$ cat src/hdl/hhfp_pkg.sv
// Shared types, codes and helpers for the HTTP header field parser.
`timescale 1ns / 1ps

package hhfp_pkg;

    localparam int NAME_LEN_W  = 10;
    localparam int VALUE_LEN_W = 16;
    localparam int QUEUE_DEPTH = 4;

    localparam logic [NAME_LEN_W-1:0]  MAX_NAME_RESET  = 10'd256;
    localparam logic [VALUE_LEN_W-1:0] MAX_VALUE_RESET = 16'd8192;

    // Configuration register indexes
    localparam logic REG_MAX_NAME  = 1'b0;
    localparam logic REG_MAX_VALUE = 1'b1;

    // Commands
    localparam logic [1:0] CMD_DATA    = 2'd0;
    localparam logic [1:0] CMD_END     = 2'd1;
    localparam logic [1:0] CMD_RESTART = 2'd2;

    // Result kinds
    localparam logic [2:0] KIND_NAME       = 3'd0;
    localparam logic [2:0] KIND_VALUE      = 3'd1;
    localparam logic [2:0] KIND_COMPLETE   = 3'd2;
    localparam logic [2:0] KIND_DONE       = 3'd3;
    localparam logic [2:0] KIND_INCOMPLETE = 3'd4;
    localparam logic [2:0] KIND_ERROR      = 3'd5;

    // Error codes
    localparam logic [2:0] ERR_NONE       = 3'd0;
    localparam logic [2:0] ERR_NO_COLON   = 3'd1;
    localparam logic [2:0] ERR_EMPTY      = 3'd2;
    localparam logic [2:0] ERR_NAME_LONG  = 3'd3;
    localparam logic [2:0] ERR_VALUE_LONG = 3'd4;
    localparam logic [2:0] ERR_BAD_CHAR   = 3'd5;

    // Characters
    localparam logic [7:0] CHAR_CR    = 8'h0D;
    localparam logic [7:0] CHAR_LF    = 8'h0A;
    localparam logic [7:0] CHAR_COLON = 8'h3A;
    localparam logic [7:0] CHAR_SP    = 8'h20;
    localparam logic [7:0] CHAR_TAB   = 8'h09;
    localparam logic [7:0] NAME_LOW   = 8'd32;
    localparam logic [7:0] NAME_HIGH  = 8'd127;

    typedef struct packed {
        logic [2:0] kind;
        logic [7:0] data;
        logic [2:0] code;
    } result_t;

    // Up to two results caused by one request
    typedef struct packed {
        logic [1:0] cnt;
        result_t    r0;
        result_t    r1;
    } result_pair_t;

    function automatic result_pair_t push_result(result_pair_t p, logic [2:0] kind,
                                                 logic [7:0] data, logic [2:0] code);
        result_pair_t q;
        result_t      r;
        q      = p;
        r.kind = kind;
        r.data = data;
        r.code = code;
        if (p.cnt == 2'd0) begin
            q.r0  = r;
            q.cnt = 2'd1;
        end else if (p.cnt == 2'd1) begin
            q.r1  = r;
            q.cnt = 2'd2;
        end
        return q;
    endfunction

endpackage

$ cat src/hdl/hhfp_front.sv
// Front end: accepts requests, runs the header parser state and builds result pairs.
`timescale 1ns / 1ps

module hhfp_front (
    input  logic                                clk,
    input  logic                                rst_n,
    input  logic                                accept,
    input  logic [1:0]                          cmd,
    input  logic [7:0]                          data_byte,
    input  logic [hhfp_pkg::NAME_LEN_W-1:0]     max_name,
    input  logic [hhfp_pkg::VALUE_LEN_W-1:0]    max_value,
    output hhfp_pkg::result_pair_t              pair
);

    typedef enum logic [2:0] {
        PH_NAME,
        PH_LEAD,
        PH_VALUE,
        PH_AFTER,
        PH_IDLE
    } phase_t;

    phase_t                              phase_reg, phase_next;
    logic [hhfp_pkg::NAME_LEN_W-1:0]     name_count_reg, name_count_next;
    logic [hhfp_pkg::VALUE_LEN_W-1:0]    value_count_reg, value_count_next;
    logic                                held_reg, held_next;

    always_comb
    begin
        hhfp_pkg::result_pair_t p;
        logic       do_name;
        logic       do_char;
        logic [7:0] ch;
        logic       cont;
        logic       is_blank;

        p                = '0;
        phase_next       = phase_reg;
        name_count_next  = name_count_reg;
        value_count_next = value_count_reg;
        held_next        = held_reg;
        do_name          = 1'b0;
        do_char          = 1'b0;
        ch               = data_byte;
        cont             = 1'b1;
        is_blank         = (data_byte == hhfp_pkg::CHAR_SP) ||
                           (data_byte == hhfp_pkg::CHAR_TAB);

        case (cmd)
            hhfp_pkg::CMD_DATA:
            begin
                case (phase_reg)
                    PH_NAME:
                    begin
                        do_name = 1'b1;
                    end
                    PH_LEAD, PH_VALUE:
                    begin
                        if (held_next) begin
                            held_next = 1'b0;
                            if (data_byte == hhfp_pkg::CHAR_LF) begin
                                cont = 1'b0;
                                if (phase_next == PH_LEAD && value_count_next == '0) begin
                                    p = hhfp_pkg::push_result(p, hhfp_pkg::KIND_ERROR, 8'd0,
                                                              hhfp_pkg::ERR_EMPTY);
                                    phase_next = PH_IDLE;
                                end else begin
                                    phase_next = PH_AFTER;
                                end
                            end else begin
                                phase_next = PH_VALUE;
                                if (value_count_next >= max_value) begin
                                    p = hhfp_pkg::push_result(p, hhfp_pkg::KIND_ERROR, 8'd0,
                                                              hhfp_pkg::ERR_VALUE_LONG);
                                    phase_next = PH_IDLE;
                                    cont       = 1'b0;
                                end else begin
                                    value_count_next = value_count_next + 1'b1;
                                    p = hhfp_pkg::push_result(p, hhfp_pkg::KIND_VALUE,
                                                              hhfp_pkg::CHAR_CR,
                                                              hhfp_pkg::ERR_NONE);
                                end
                            end
                        end
                        if (cont) begin
                            if (data_byte == hhfp_pkg::CHAR_CR) begin
                                held_next = 1'b1;
                            end else if (data_byte == hhfp_pkg::CHAR_LF) begin
                                if (phase_next == PH_LEAD && value_count_next == '0) begin
                                    p = hhfp_pkg::push_result(p, hhfp_pkg::KIND_ERROR, 8'd0,
                                                              hhfp_pkg::ERR_EMPTY);
                                    phase_next = PH_IDLE;
                                end else begin
                                    phase_next = PH_AFTER;
                                end
                            end else if (phase_next == PH_LEAD && is_blank) begin
                                // trim leading blank
                            end else begin
                                phase_next = PH_VALUE;
                                if (value_count_next >= max_value) begin
                                    p = hhfp_pkg::push_result(p, hhfp_pkg::KIND_ERROR, 8'd0,
                                                              hhfp_pkg::ERR_VALUE_LONG);
                                    phase_next = PH_IDLE;
                                end else begin
                                    value_count_next = value_count_next + 1'b1;
                                    p = hhfp_pkg::push_result(p, hhfp_pkg::KIND_VALUE,
                                                              data_byte, hhfp_pkg::ERR_NONE);
                                end
                            end
                        end
                    end
                    PH_AFTER:
                    begin
                        if (is_blank) begin
                            // fold: join with one space
                            if (value_count_next >= max_value) begin
                                p = hhfp_pkg::push_result(p, hhfp_pkg::KIND_ERROR, 8'd0,
                                                          hhfp_pkg::ERR_VALUE_LONG);
                                phase_next = PH_IDLE;
                            end else begin
                                value_count_next = value_count_next + 1'b1;
                                p = hhfp_pkg::push_result(p, hhfp_pkg::KIND_VALUE,
                                                          hhfp_pkg::CHAR_SP,
                                                          hhfp_pkg::ERR_NONE);
                                phase_next = PH_LEAD;
                            end
                        end else begin
                            p = hhfp_pkg::push_result(p, hhfp_pkg::KIND_COMPLETE, 8'd0,
                                                      hhfp_pkg::ERR_NONE);
                            phase_next       = PH_NAME;
                            name_count_next  = '0;
                            value_count_next = '0;
                            held_next        = 1'b0;
                            do_name          = 1'b1;
                        end
                    end
                    default:
                    begin
                    end
                endcase

                if (do_name) begin
                    if (held_next) begin
                        held_next = 1'b0;
                        if (data_byte == hhfp_pkg::CHAR_LF) begin
                            p = hhfp_pkg::push_result(p, hhfp_pkg::KIND_DONE, 8'd0,
                                                      hhfp_pkg::ERR_NONE);
                            phase_next = PH_IDLE;
                        end else begin
                            do_char = 1'b1;
                            ch      = hhfp_pkg::CHAR_CR;
                        end
                    end else if (data_byte == hhfp_pkg::CHAR_COLON) begin
                        if (name_count_next == '0) begin
                            p = hhfp_pkg::push_result(p, hhfp_pkg::KIND_ERROR, 8'd0,
                                                      hhfp_pkg::ERR_EMPTY);
                            phase_next = PH_IDLE;
                        end else begin
                            phase_next       = PH_LEAD;
                            value_count_next = '0;
                        end
                    end else if (data_byte == hhfp_pkg::CHAR_LF) begin
                        if (name_count_next == '0) begin
                            p = hhfp_pkg::push_result(p, hhfp_pkg::KIND_DONE, 8'd0,
                                                      hhfp_pkg::ERR_NONE);
                        end else begin
                            p = hhfp_pkg::push_result(p, hhfp_pkg::KIND_ERROR, 8'd0,
                                                      hhfp_pkg::ERR_NO_COLON);
                        end
                        phase_next = PH_IDLE;
                    end else if (data_byte == hhfp_pkg::CHAR_CR && name_count_next == '0) begin
                        held_next = 1'b1;
                    end else begin
                        do_char = 1'b1;
                    end
                end

                if (do_char) begin
                    if (name_count_next >= max_name) begin
                        p = hhfp_pkg::push_result(p, hhfp_pkg::KIND_ERROR, 8'd0,
                                                  hhfp_pkg::ERR_NAME_LONG);
                        phase_next = PH_IDLE;
                    end else if (ch <= hhfp_pkg::NAME_LOW || ch >= hhfp_pkg::NAME_HIGH) begin
                        p = hhfp_pkg::push_result(p, hhfp_pkg::KIND_ERROR, 8'd0,
                                                  hhfp_pkg::ERR_BAD_CHAR);
                        phase_next = PH_IDLE;
                    end else begin
                        name_count_next = name_count_next + 1'b1;
                        p = hhfp_pkg::push_result(p, hhfp_pkg::KIND_NAME, ch,
                                                  hhfp_pkg::ERR_NONE);
                    end
                end

                // every error drops a held return
                if (phase_next == PH_IDLE) begin
                    held_next = 1'b0;
                end
            end
            hhfp_pkg::CMD_END:
            begin
                if (phase_reg != PH_IDLE) begin
                    if (phase_reg == PH_AFTER ||
                        ((phase_reg == PH_LEAD || phase_reg == PH_VALUE) &&
                         value_count_reg != '0)) begin
                        p = hhfp_pkg::push_result(p, hhfp_pkg::KIND_COMPLETE, 8'd0,
                                                  hhfp_pkg::ERR_NONE);
                    end
                    p = hhfp_pkg::push_result(p, hhfp_pkg::KIND_INCOMPLETE, 8'd0,
                                              hhfp_pkg::ERR_NONE);
                    phase_next = PH_IDLE;
                    held_next  = 1'b0;
                end
            end
            hhfp_pkg::CMD_RESTART:
            begin
                phase_next       = PH_NAME;
                name_count_next  = '0;
                value_count_next = '0;
                held_next        = 1'b0;
            end
            default:
            begin
            end
        endcase

        pair = p;
    end

    always_ff @(posedge clk or negedge rst_n)
    begin
        if (!rst_n) begin
            phase_reg       <= PH_NAME;
            name_count_reg  <= '0;
            value_count_reg <= '0;
            held_reg        <= 1'b0;
        end else if (accept) begin
            phase_reg       <= phase_next;
            name_count_reg  <= name_count_next;
            value_count_reg <= value_count_next;
            held_reg        <= held_next;
        end
    end

endmodule

$ cat src/hdl/hhfp_queue.sv
// Short queue of result pairs between the parser front end and the output back end.
`timescale 1ns / 1ps

module hhfp_queue #(
    parameter int DEPTH = hhfp_pkg::QUEUE_DEPTH
) (
    input  logic                   clk,
    input  logic                   rst_n,
    input  logic                   push,
    input  hhfp_pkg::result_pair_t push_data,
    output logic                   full,
    input  logic                   pop,
    output logic                   empty,
    output hhfp_pkg::result_pair_t pop_data
);

    localparam int PTR_W = (DEPTH > 1) ? $clog2(DEPTH) : 1;
    localparam int CNT_W = $clog2(DEPTH + 1);
    localparam logic [PTR_W-1:0] LAST_PTR = PTR_W'(DEPTH - 1);
    localparam logic [CNT_W-1:0] FULL_CNT = CNT_W'(DEPTH);

    hhfp_pkg::result_pair_t mem [DEPTH];

    logic [PTR_W-1:0] wr_ptr_reg, rd_ptr_reg;
    logic [CNT_W-1:0] count_reg;
    logic             do_push, do_pop;

    assign full     = (count_reg == FULL_CNT);
    assign empty    = (count_reg == '0);
    assign do_push  = push && !full;
    assign do_pop   = pop && !empty;
    assign pop_data = mem[rd_ptr_reg];

    always_ff @(posedge clk)
    begin
        if (do_push) begin
            mem[wr_ptr_reg] <= push_data;
        end
    end

    always_ff @(posedge clk or negedge rst_n)
    begin
        if (!rst_n) begin
            wr_ptr_reg <= '0;
            rd_ptr_reg <= '0;
            count_reg  <= '0;
        end else begin
            if (do_push) begin
                wr_ptr_reg <= (wr_ptr_reg == LAST_PTR) ? '0 : wr_ptr_reg + 1'b1;
            end
            if (do_pop) begin
                rd_ptr_reg <= (rd_ptr_reg == LAST_PTR) ? '0 : rd_ptr_reg + 1'b1;
            end
            if (do_push && !do_pop) begin
                count_reg <= count_reg + 1'b1;
            end else if (do_pop && !do_push) begin
                count_reg <= count_reg - 1'b1;
            end
        end
    end

endmodule

$ cat src/hdl/hhfp_back.sv
// Back end: holds one result pair and hands its results out one per cycle while out_stall is low.
`timescale 1ns / 1ps

module hhfp_back (
    input  logic                   clk,
    input  logic                   rst_n,
    input  logic                   q_empty,
    input  hhfp_pkg::result_pair_t q_data,
    output logic                   q_pop,
    output logic                   out_valid,
    input  logic                   out_stall,
    output logic [2:0]             kind,
    output logic [7:0]             out_byte,
    output logic [2:0]             error_code,
    output logic                   last
);

    hhfp_pkg::result_pair_t hold_reg;
    logic                   valid_reg;
    logic                   idx_reg;
    logic                   on_last;
    logic                   taken;
    hhfp_pkg::result_t      cur;

    assign on_last = idx_reg ? 1'b1 : (hold_reg.cnt == 2'd1);
    assign taken   = valid_reg && !out_stall;
    assign q_pop   = !q_empty && (!valid_reg || (taken && on_last));

    assign cur        = idx_reg ? hold_reg.r1 : hold_reg.r0;
    assign out_valid  = valid_reg;
    assign kind       = cur.kind;
    assign out_byte   = cur.data;
    assign error_code = cur.code;
    assign last       = on_last;

    always_ff @(posedge clk)
    begin
        if (q_pop) begin
            hold_reg <= q_data;
        end
    end

    always_ff @(posedge clk or negedge rst_n)
    begin
        if (!rst_n) begin
            valid_reg <= 1'b0;
            idx_reg   <= 1'b0;
        end else begin
            if (q_pop) begin
                valid_reg <= 1'b1;
                idx_reg   <= 1'b0;
            end else if (taken) begin
                if (on_last) begin
                    valid_reg <= 1'b0;
                    idx_reg   <= 1'b0;
                end else begin
                    idx_reg <= 1'b1;
                end
            end
        end
    end

endmodule

$ cat src/hdl/http_header_field_parser_top.sv
// Top level of the HTTP/1.1 header field parser: config registers, front, queue, back.
`timescale 1ns / 1ps

// Channel   Handshake               Payload
// -------   ---------------------   -----------------------------------------
// in        in_valid / in_stall     cmd, data_byte
// out       out_valid / out_stall   kind, out_byte, error_code, last
// cfg       cfg_valid / cfg_ready   cfg_index, cfg_data
//
// The front end stalls only when the result queue is full, else it parses one
// request per cycle. Its zero to two results pass the result queue and the
// back end's hold register to the output, one per cycle unless the output
// stalls. Throughput is one request per cycle while each yields at most one
// result; one with two results holds the output stage until both are taken.
// Reset clears parser state, queue and output stage, loads length defaults.

module http_header_field_parser_top #(
    parameter int QUEUE_DEPTH = hhfp_pkg::QUEUE_DEPTH
) (
    input  logic                             clk,
    input  logic                             rst_n,

    input  logic                             in_valid,
    output logic                             in_stall,
    input  logic [1:0]                       cmd,
    input  logic [7:0]                       data_byte,

    output logic                             out_valid,
    input  logic                             out_stall,
    output logic [2:0]                       kind,
    output logic [7:0]                       out_byte,
    output logic [2:0]                       error_code,
    output logic                             last,

    input  logic                             cfg_valid,
    output logic                             cfg_ready,
    input  logic                             cfg_index,
    input  logic [hhfp_pkg::VALUE_LEN_W-1:0] cfg_data
);

    logic [hhfp_pkg::NAME_LEN_W-1:0]  max_name_reg;
    logic [hhfp_pkg::VALUE_LEN_W-1:0] max_value_reg;

    logic                   accept;
    logic                   q_full, q_empty, q_pop;
    hhfp_pkg::result_pair_t pair, q_data;

    // Config writes are always taken; software writes only while idle.
    assign cfg_ready = 1'b1;

    always_ff @(posedge clk or negedge rst_n)
    begin
        if (!rst_n) begin
            max_name_reg  <= hhfp_pkg::MAX_NAME_RESET;
            max_value_reg <= hhfp_pkg::MAX_VALUE_RESET;
        end else if (cfg_valid) begin
            case (cfg_index)
                hhfp_pkg::REG_MAX_NAME:  max_name_reg  <= cfg_data[hhfp_pkg::NAME_LEN_W-1:0];
                hhfp_pkg::REG_MAX_VALUE: max_value_reg <= cfg_data;
                default:
                begin
                end
            endcase
        end
    end

    // Hold off new requests only when there is no room for their results.
    assign in_stall = q_full;
    assign accept   = in_valid && !q_full;

    hhfp_front u_front (
        .clk       (clk),
        .rst_n     (rst_n),
        .accept    (accept),
        .cmd       (cmd),
        .data_byte (data_byte),
        .max_name  (max_name_reg),
        .max_value (max_value_reg),
        .pair      (pair)
    );

    // Drop requests that produce no result; queue the rest.
    hhfp_queue #(
        .DEPTH (QUEUE_DEPTH)
    ) u_queue (
        .clk       (clk),
        .rst_n     (rst_n),
        .push      (accept && (pair.cnt != 2'd0)),
        .push_data (pair),
        .full      (q_full),
        .pop       (q_pop),
        .empty     (q_empty),
        .pop_data  (q_data)
    );

    hhfp_back u_back (
        .clk        (clk),
        .rst_n      (rst_n),
        .q_empty    (q_empty),
        .q_data     (q_data),
        .q_pop      (q_pop),
        .out_valid  (out_valid),
        .out_stall  (out_stall),
        .kind       (kind),
        .out_byte   (out_byte),
        .error_code (error_code),
        .last       (last)
    );

endmodule

$ cat config.mk
export PLATFORM = sky130hd
export DESIGN_NAME = http_header_field_parser_top
export DESIGN_NICKNAME = d
export VERILOG_FILES = /design/src/hdl/hhfp_pkg.sv /design/src/hdl/hhfp_front.sv /design/src/hdl/hhfp_queue.sv /design/src/hdl/hhfp_back.sv /design/src/hdl/http_header_field_parser_top.sv
export SDC_FILE = /design/constraint.sdc
export NUM_CORES = 1
export LEC_CHECK = 0
export BUFFER_PORTS_ARGS = -buffer_cell sky130_fd_sc_hd__clkbuf_2
export CAP_MARGIN = 20
export CORE_MARGIN = 2
export CORE_UTILIZATION = 58
export DETAILED_ROUTE_END_ITERATION = 6
export GPL_TIMING_DRIVEN = 0
export PLACE_DENSITY = 0.87
export SYNTH_ARGS = -nofsm -noshare
export SYNTH_HDL_FRONTEND = slang
export SYNTH_SLANG_ARGS = --single-unit
export TNS_END_PERCENT = 1
$ cat constraint.sdc
create_clock -name clk -period 16.5 [get_ports clk]
set_input_delay 3.3 -clock clk [delete_from_list [all_inputs] [get_ports clk]]
set_output_delay 3.3 -clock clk [all_outputs]
set_load 0.01 [all_outputs]
==> summary.txt <==
Clock tree
  – # Post-CTS Setup Buffers: 0
  – Clock transition at path regs: 0.06 ns
  – TritonCTS buffer count: 23
  – Clock Tree Root: clkbuf_16
  – H-tree depth: 1
  – Clock sinks: 215
  – Clock tree buffer depth: 3
  – Worst skew pair latency: 0.52 ns
  – CTS tree: done
  – CTS resizes: 0
  – # hold bufs at CTS: 0

Min path
  – Hold Startpoint: u_queue.count_reg[2]$_DFFE_PN0P_
  – Cell count of the worst hold path: 1
  – Hold crit path type: reg2reg

STA
  – Max Clock Skew: 0.0111 ns
  – Crit path time final: 9.70 ns
  – Final setup violation count: 0
  – Unrepaired setup endpoints after global routing: no
  – Setup TNS: 0 ns
  – Final hold violation count: 0
  – Slew Viols, Final: 0
  – Fmax: 0.103 GHz
  – Worst Slack Setup Final: 6.80 ns
  – Slew headroom: 29.8%
  – Actual slew at the worst max-slew pin: 1.05 ns
  – Final worst path period share: 58.8%

Synthesis
  – FF+latch count, synth: 215
  – Simple-gate share of the synthesized area: 16.7%
  – XOR/XNOR Fraction of Synth Area: 2.76%
  – Largest family of logic cells by synthesized area: simple AND/OR/NAND/NOR gates
  – Synth warn: 0
  – Mapped Nets: 1241
  – Register area share after synthesis: 49.5%
  – Adder-cell area share of the yosys netlist: 7.13%
  – Mux cell area share after synthesis: 9.05%
  – FFs w/ async S/R, synth: 30.2%
  – Main synth FF type: edfxtp_1
  – Mean Syn Cell Area: 10.9 um^2
  – Yosys cell types: 82
  – EDFF count, synth: 150
  – Cell Area, Synth: 12400 um^2
  – Syn Inst Count: 1139
  – Complex-gate fraction of the synthesized area: 11.1%

GRT
  – Aggregate global routing overflow: 0
  – Total Routing Usage GR: 31.0%
  – Initial antenna violation count: 0
  – First-pass GRT wire length: 53200 um
  – Vias in the first global route: 9552
  – Pin count of the biggest net entering global routing: 62

Critical path
  – Register-to-Register Path Depth: 31
  – Critical path capture point: u_queue.count_reg[2]$_DFFE_PN0P_
  – CP Launch Point: data_byte[7]
  – FF-to-FF End: u_queue.count_reg[2]$_DFFE_PN0P_
  – Worst Setup Path Type: in2reg
  – R2r setup slk: 8.36 ns
  – Crit path launch type: input port
  – Worst EP required: 16.94 ns
  – CP Capture Type: flip-flop
  – Critical path arrival: 10.13 ns
  – Crit-path max FO: 10
  – Worst r2r src: u_front.value_count_reg[0]$_DFFE_PN0P_

Power and ir drop
  – Standby leakage power: 5.35 nW
  – Cell Pwr Density: 137 nW/um^2
  – Worst vdd ir: 88.1 uV

Cells and area
  – Largest register FFs: 120
  – Share of cells above drive strength 1: 15.2%
  – Area Overhead vs Synth: 11.1%
  – N_diodes: 0
  – # nets final: 1314
  – Post-route cell area: 13800 um^2

Outcome
  – Outcome: finished, final reports clean

Routing
  – DRT Wirelength: 34300 um
  – Avg WL per Cell: 22.9 um
  – Vias post-DR: 9647
  – Remaining DRCs: 0
  – DR pass1 iterations: 6
  – Detailed router's first-iteration violation count: 925
  – Post-route ant nets: 0
  – Via density: 6.42

Placed design
  – DP Wirelength: 24600 um
  – Pre-CTS WS: 6.44 ns
  – Input/output buffers: 47
  – Routability cong.: 1.01
  – Post-DP Area: 13000 um^2

Die
  – Initial Utilization: 58.9%
  – Core Footprint: 21000 um^2
  – # rows: 53
  – Ports: 50
  – Chip width: 150 um
  – Total die area: 22500 um^2
  – Chip Height: 150 um

Flow run
  – Max-cap violations: 0
## through the flow
step | hold slack [ns] | util (%) | instances | power, W
6_report | 0.488 | 65.4 | 1502 | 0.00188
5_1_grt | 0.524 | 65.4 | 1502 | 0.00197
4_1_cts | 0.489 | 65.4 | 1502 | 0.00188
3_5_place_dp | 0.481 | 61.9 | 1462 | 0.00136
3_3_place_gp | 0.474 | 61.7 | 1461 | 0.00132
2_1_floorplan | 0.456 | - | 1139 | 0.00116
## worst min-delay path by stage
| stage | endpoint | slack, ns |
|---|---|---|
| floorplan | u_queue.count_reg[2]$_DFFE_PN0P_ | 0.46 |
| global placement | u_queue.count_reg[2]$_DFFE_PN0P_ | 0.47 |
| detailed placement | u_queue.count_reg[2]$_DFFE_PN0P_ | 0.48 |
| CTS | u_queue.count_reg[2]$_DFFE_PN0P_ | 0.49 |
| global route | u_queue.count_reg[2]$_DFFE_PN0P_ | 0.52 |
| finish | u_queue.count_reg[2]$_DFFE_PN0P_ | 0.49 |
## routing by layer
layer / track usage (%) / share of wire (%)
met2: 54.2 / 49
met5: 0 / 0
met3: 4.12 / 7.5
met4: 12.1 / 4.2
met1: 39.3 / 39
## synthesized netlist by cell type (5+ instances only)
master / instances / area, um^2
o211ai_1: 6 / 45.0
nand3_1: 35 / 175
mux4_2: 30 / 676
o31ai_1: 6 / 45.0
a21o_1: 6 / 45.0
or4_1: 5 / 37.5
nand2_1: 120 / 450
buf_2: 7 / 35.0
o21ai_0: 56 / 280
xor2_1: 12 / 105
mux2_2: 34 / 383
nand3b_1: 6 / 45.0
clkbuf_1: 37 / 139
dfrtp_1: 63 / 1580
and3_1: 17 / 106
and2_1: 29 / 181
nor3_1: 28 / 140
nand2b_1: 9 / 56.3
nand4_1: 19 / 119
nor2_1: 80 / 300
a31oi_1: 16 / 100
nor4_1: 12 / 75.1
edfxtp_1: 150 / 4500
o21ai_1: 22 / 110
a21oi_1: 59 / 295
inv_1: 59 / 221
o22ai_1: 6 / 37.5
xnor2_1: 27 / 236
ha_1: 69 / 863
nor2b_1: 7 / 43.8
buf_1: 6 / 22.5
nor3b_1: 5 / 37.5
## worst max-delay path, stage by stage
cell and delay, ns:
clkbuf_2 0.17, nor3_4 0.37, nand4_1 0.52, nand2_1 0.42, clkbuf_1 0.46, a21oi_1 0.08
a211o_1 0.36, nand2_1 0.11, nand4_1 0.13, nor4_1 0.60, ha_1 0.35, nor2_1 0.10
o22ai_1 0.13, a21oi_1 0.39, ha_1 0.22, nor3_1 0.06, a31oi_1 0.39, ha_1 0.32
inv_1 0.08, a31oi_1 0.09, a21oi_2 0.29, ha_1 0.24, inv_1 0.07, fa_1 0.44
xor2_1 0.17, nor2_1 0.12, xor2_1 0.15
## cells in the final DEF, fill, tap and decap left out, types with 6 or more instances in the layout
master	synthesis	routed
nor3_1	28	28
nand4_1	19	19
xor2_1	12	12
o211ai_1	6	6
a21oi_1	59	59
xnor2_1	27	27
clkbuf_2	0	46
nand2_1	120	120
a31oi_1	16	16
nand2b_1	9	9
buf_1	6	6
clkbuf_1	37	41
nor2b_1	7	6
nand3_1	35	35
and3_1	17	17
dfrtp_1	63	63
ha_1	69	69
buf_2	7	7
nand3b_1	6	6
nor4_1	12	12
clkbuf_16	0	23
and2_1	29	25
mux4_2	30	30
o22ai_1	6	6
o21ai_1	22	22
nor2_1	80	80
a21o_1	6	6
inv_1	59	59
edfxtp_1	150	150
o21ai_0	56	56
o31ai_1	6	6
mux2_2	34	34
## cells by family (layout without fill, tap and decap cells)
family	Yosys count	after routing
AOI/OAI and AO/OA	225	225
xor gates and xnor gates	39	39
adders and majority gates	70	70
buffers and inverters	114	202
DFF	215	215
muxes	70	70
other	1	1
and+or+nand+nor	405	405
## cell type report
type,count,area (um^2)
fillers,1624,7270
flip-flops and latches,215,6130
inverters,61,229
clock inverters,12,144
well taps,275,344
repair buffers,48,265
plain buffers,53,223
clock buffers,28,604
multi-input cells,810,5810
## where the power goes
| part | switching [W] | leakage, nW | internal (W) |
|---|---|---|---|
| clock | 0.000212 | 0.359 | 0.000307 |
| combinational | 0.000374 | 2.77 | 0.000236 |
| sequential | 0.0000433 | 2.23 | 0.000706 |
| total | 0.000629 | 5.35 | 0.00125 |
No activity file was read; power rests on OpenSTA's default activity.
